**config.mk**
```make
export PLATFORM = sky130hd
export DESIGN_NAME = spq_cell
export DESIGN_NICKNAME = d
export VERILOG_FILES = /design/src/sv/spq_pkg.sv /design/src/sv/spq_cell.sv
export SDC_FILE = /design/constraint.sdc
export NUM_CORES = 1
export LEC_CHECK = 0
export ABC_CLOCK_PERIOD_IN_PS = 5900
export BUFFER_PORTS_ARGS = -buffer_cell sky130_fd_sc_hd__buf_2
export CAP_MARGIN = 20
export CORE_MARGIN = 1.5
export CORE_UTILIZATION = 45
export CTS_CLUSTER_SIZE = 16
export DETAILED_ROUTE_END_ITERATION = 8
export GPL_TIMING_DRIVEN = 0
export PLACE_DENSITY = 0.82
export SLEW_MARGIN = 20
export SYNTH_ARGS = -nofsm -noshare
export SYNTH_HDL_FRONTEND = slang
export SYNTH_SLANG_ARGS = --single-unit
```
**constraint.sdc**
```tcl
create_clock -name clk -period 5.9 [get_ports clk]
set_input_delay 1.18 -clock clk [delete_from_list [all_inputs] [get_ports clk]]
set_output_delay 1.18 -clock clk [all_outputs]
set_load 0.02 [all_outputs]
```
**src/sv/spq_pkg.sv**
```systemverilog
// shared types and constants for the sorted priority queue
`default_nettype none
package spq_pkg;

  localparam int DEPTH       = 256;
  localparam int HANDLE_BITS = 9;
  localparam int FREQ_BITS   = 32;
  localparam int COUNT_BITS  = $clog2(DEPTH + 1);

  localparam logic OP_INSERT = 1'b0;
  localparam logic OP_REMOVE = 1'b1;

  typedef struct packed {
    logic                   operation;
    logic [HANDLE_BITS-1:0] node_handle;
    logic [FREQ_BITS-1:0]   frequency;
  } spq_in_t;

  typedef struct packed {
    logic [HANDLE_BITS-1:0] removed_handle;
    logic [FREQ_BITS-1:0]   removed_frequency;
    logic                   removed_valid;
    logic                   insert_dropped;
    logic [COUNT_BITS-1:0]  entry_count;
    logic                   exactly_one;
  } spq_out_t;

  // broadcast to every cell of the chain
  typedef struct packed {
    logic                   ins;
    logic                   pop;
    logic [HANDLE_BITS-1:0] handle;
    logic [FREQ_BITS-1:0]   freq;
  } spq_ctl_t;

endpackage
`default_nettype wire

```
**src/sv/spq_cell.sv**
```systemverilog
// one queue position: holds an entry, shifts toward the tail on insert, toward the head on pop
`default_nettype none
module spq_cell
  import spq_pkg::*;
(
  input  logic                   clk,
  input  spq_ctl_t               ctl,
  input  logic                   head,
  input  logic                   occupied,
  input  logic                   prev_shift,
  input  logic [FREQ_BITS-1:0]   prev_key,
  input  logic [HANDLE_BITS-1:0] prev_handle,
  input  logic [FREQ_BITS-1:0]   next_key,
  input  logic [HANDLE_BITS-1:0] next_handle,
  output logic                   shift,
  output logic [FREQ_BITS-1:0]   key,
  output logic [HANDLE_BITS-1:0] handle
);

  logic key_ge;

  // the head yields only to a strictly smaller key, later cells also on a tie
  assign key_ge = head ? (key > ctl.freq) : (key >= ctl.freq);
  assign shift  = !occupied || key_ge;

  always_ff @(posedge clk) begin
    if (ctl.pop) begin
      key    <= next_key;
      handle <= next_handle;
    end else if (ctl.ins && shift) begin
      if (prev_shift) begin
        key    <= prev_key;
        handle <= prev_handle;
      end else begin
        key    <= ctl.freq;
        handle <= ctl.handle;
      end
    end
  end

endmodule
`default_nettype wire

```
==> flow_summary.ini <==
[status]
status = completed

[synth]
synth_area_um2 = 2940
muxShareOfSynthArea = 0.140
async_reset_ff_frac = 0
synth_common_cells = nand2_1 (50), o21ai_0 (47), edfxtp_1 (41), mux2i_1 (41), inv_1 (34)
synth-adder-area-share = 0.136
synthSimpleGateAreaFrac = 0.113
synth.distinct_cells = 27
avgSynthCellArea_um2 = 9.80
synth_compound_area_frac = 0.127
synth_top_family_by_area = multiplexers
synth_top_area_frac = 0.419
synth_area_leaders = edfxtp_1 (42%), mux2i_1 (14%), ha_1 (14%)
yosysMostFrequentCell = nand2_1
yosysWarnings = 0
yosysSeqAreaShare = 0.419
synth-seq-cells = 41
synth_edf_count = 41
synth_cells = 300
synth_xor_area_frac = 0
yosysTopAreaCell = edfxtp_1
synth_nets = 461
synth_ff_type = edfxtp_1

[setup_path]
r2r-end = key[29]
reg2reg_slack_ns = 2.80
critPathMaxFanout = 2
path_cells = buf_2 -> inv_1 -> ha_1 -> and4_2 -> nor2_1 -> o21ai_0 -> a221o_1 -> nor3_2 -> o31ai_1 -> buf_2
cp_top_family = simple AND/OR/NAND/NOR gates
worst_setup_path_start_kind = primary input
crit_top_cell = buf_2
rr_worst_depth = 8
crit_path_end_kind = output port
crit_type = in2out
path_buf_inv = 3
slowest_stage = a221o_1
r2r_start = key[13]
required_ns = 4.72
slowest_delay_ns = 0.33
critPathArrivalTime_ns = 2.99

[min_path]
hold_end = handle[4]
hp-class = in2reg
whs_path_depth = 3
hold_start = next_handle[4]

[timing]
rsz0062_at_grt = no
finalCriticalPeriod_ns = 4.17
skew_ns = 0.00865
setup_viol_count_final = 0
slew_headroom = 0.488
finalCritPeriodShare = 0.706
timing.fmax_mhz = 240
final_critical_path_setup_slack_ns = 1.73
timing.hold.ws_ns = 1.16
tightest_slew_ns = 0.765
finalHoldViolCount = 0
drv_slew = 0

[cts]
holdBufCountCts = 0
cts_root_buffer = clkbuf_8
htreeDepth = 2
clockBufferDepth = 2
post_cts_buffers = 0
cts_tree = built
clkLatencyLatePin_ns = 0.30
clkTransAtPathRegs_ns = 0.09
clock_sinks = 41
cts_resized = 0
cts_buffers = 5

[drt]
drc = 0
routed_wl_um = 7830
wl_per_cell_um = 14.1
dr.pass1.iters = 4
dr_total_vias = 2851
vias_per_cell = 5.13
drt-initial-drc-count = 79
postRouteAntennaNets = 0

[global_routing]
grt_usage = 0.230
grt_antenna_before_repair = 0
grt_pass1_vias = 2868
overflow = 0
grt_max_degree = 15
grt_pass1_wl_um = 13000

[power_and_ir_drop]
ir_worst_vdd_mv = 0.138
power_density_nw_per_um2 = 222
leakagePower_nw = 2.10
total_power_mw = 0.893

[placed_design]
place_ws_ns = 1.72
dp.cells = 548
io_buffers = 168
dpl-instance-area_um2 = 3920
place_congestion = 0.785
hpwl_um = 6480

[cells_and_area]
nets = 639
nFillCells = 559
multi_input_area_um2 = 1530
antennaDiodeCount = 0
fin_cells = 556
final_area_um2 = 4030
drive_gt1_frac = 0.399
register_area_um2 = 1230
synthToLayoutAreaGrowth_pct = 37.1

[floorplan]
io_pins = 171
fp.dieH_um = 83.8
die_area_um2 = 7030
die_w_um = 83.8
rows = 29
core_area_um2 = 6310
start_util = 0.466

[run]
maxCapViolations = 0
[layout make-up]
type / instances / share of cell area
Sequential cell: 41 / 0.305
Timing Repair Buffer: 171 / 0.215
Clock buffer: 5 / 0.0171
Inverter: 34 / 0.0317
Buffer: 14 / 0.0161
Multi-Input combinational cell: 211 / 0.379
Tap cell: 77 / 0.0239
Clock inverter: 3 / 0.0115
[routing by layer]
metal,track usage,vias to the layer above,part of all wire
li1,-,1429,-
met1,0.286,1312,0.42
met2,0.409,106,0.52
met3,0.0504,4,0.061
met4,0.0507,0,0.0057
met5,0,-,0
[kinds of logic after synthesis]
family / count (synthesis)
AOI/OAI and AO/OA: 68
adders and majority gates: 32
buffers and inverters: 48
DFF: 41
muxes: 41
and+or+nand+nor: 70
[flip-flops by register name, summed over array words and instances, names as in the netlist]
register  flops
handle        9
key          32
[tightest hold or removal path, delay by kind of cell]
| kind | cells | cell delay (ns) |
|---|---|---|
| buffers and inverters | 1 | 0.07 |
| AO/OA/AOI/OAI | 1 | 0.06 |
| AND/OR/NAND/NOR | 1 | 0.04 |
[placed cells by master, fill, tap and decap left out, types with 2 or more instances in the layout]
cell / n
a21oi_1: 14
and4_2: 2
buf_2: 172
buf_4: 2
clkbuf_1: 9
clkbuf_8: 5
edfxtp_1: 41
ha_1: 32
inv_1: 34
mux2i_1: 41
nand2_1: 50
nand4_1: 5
nor2_1: 4
nor3_1: 2
nor4_1: 2
o21ai_0: 47
[report_power, final]
group / total [mW] / leakage, nW / switching, mW / internal [mW]
combinational: 0.279 / 1.62 / 0.163 / 0.116
clock: 0.234 / 0.0543 / 0.107 / 0.127
sequential: 0.381 / 0.420 / 0.0163 / 0.364
[worst max-delay path by stage]
stage             from        end  slack [ns]  depth (start not counted)
2_1_floorplan  ctl[23]  handle[0]        0.87                          8
3_3_place_gp   ctl[15]  handle[2]       -0.48                          8
3_5_place_dp    ctl[3]      shift        1.72                         10
4_1_cts         ctl[3]      shift        1.73                         10
5_1_grt        ctl[15]      shift        1.60                          9
6_report        ctl[3]      shift        1.73                         10
[metrics by stage]
step / setup TNS, ns / util
after floorplan: 0 / -
after global placement: -19.64 / 0.614
after detailed placement: 0 / 0.620
after CTS: 0 / 0.638
after global routing: 0 / 0.638
final: 0 / 0.638
No activity file was read; power rests on OpenSTA's default activity.
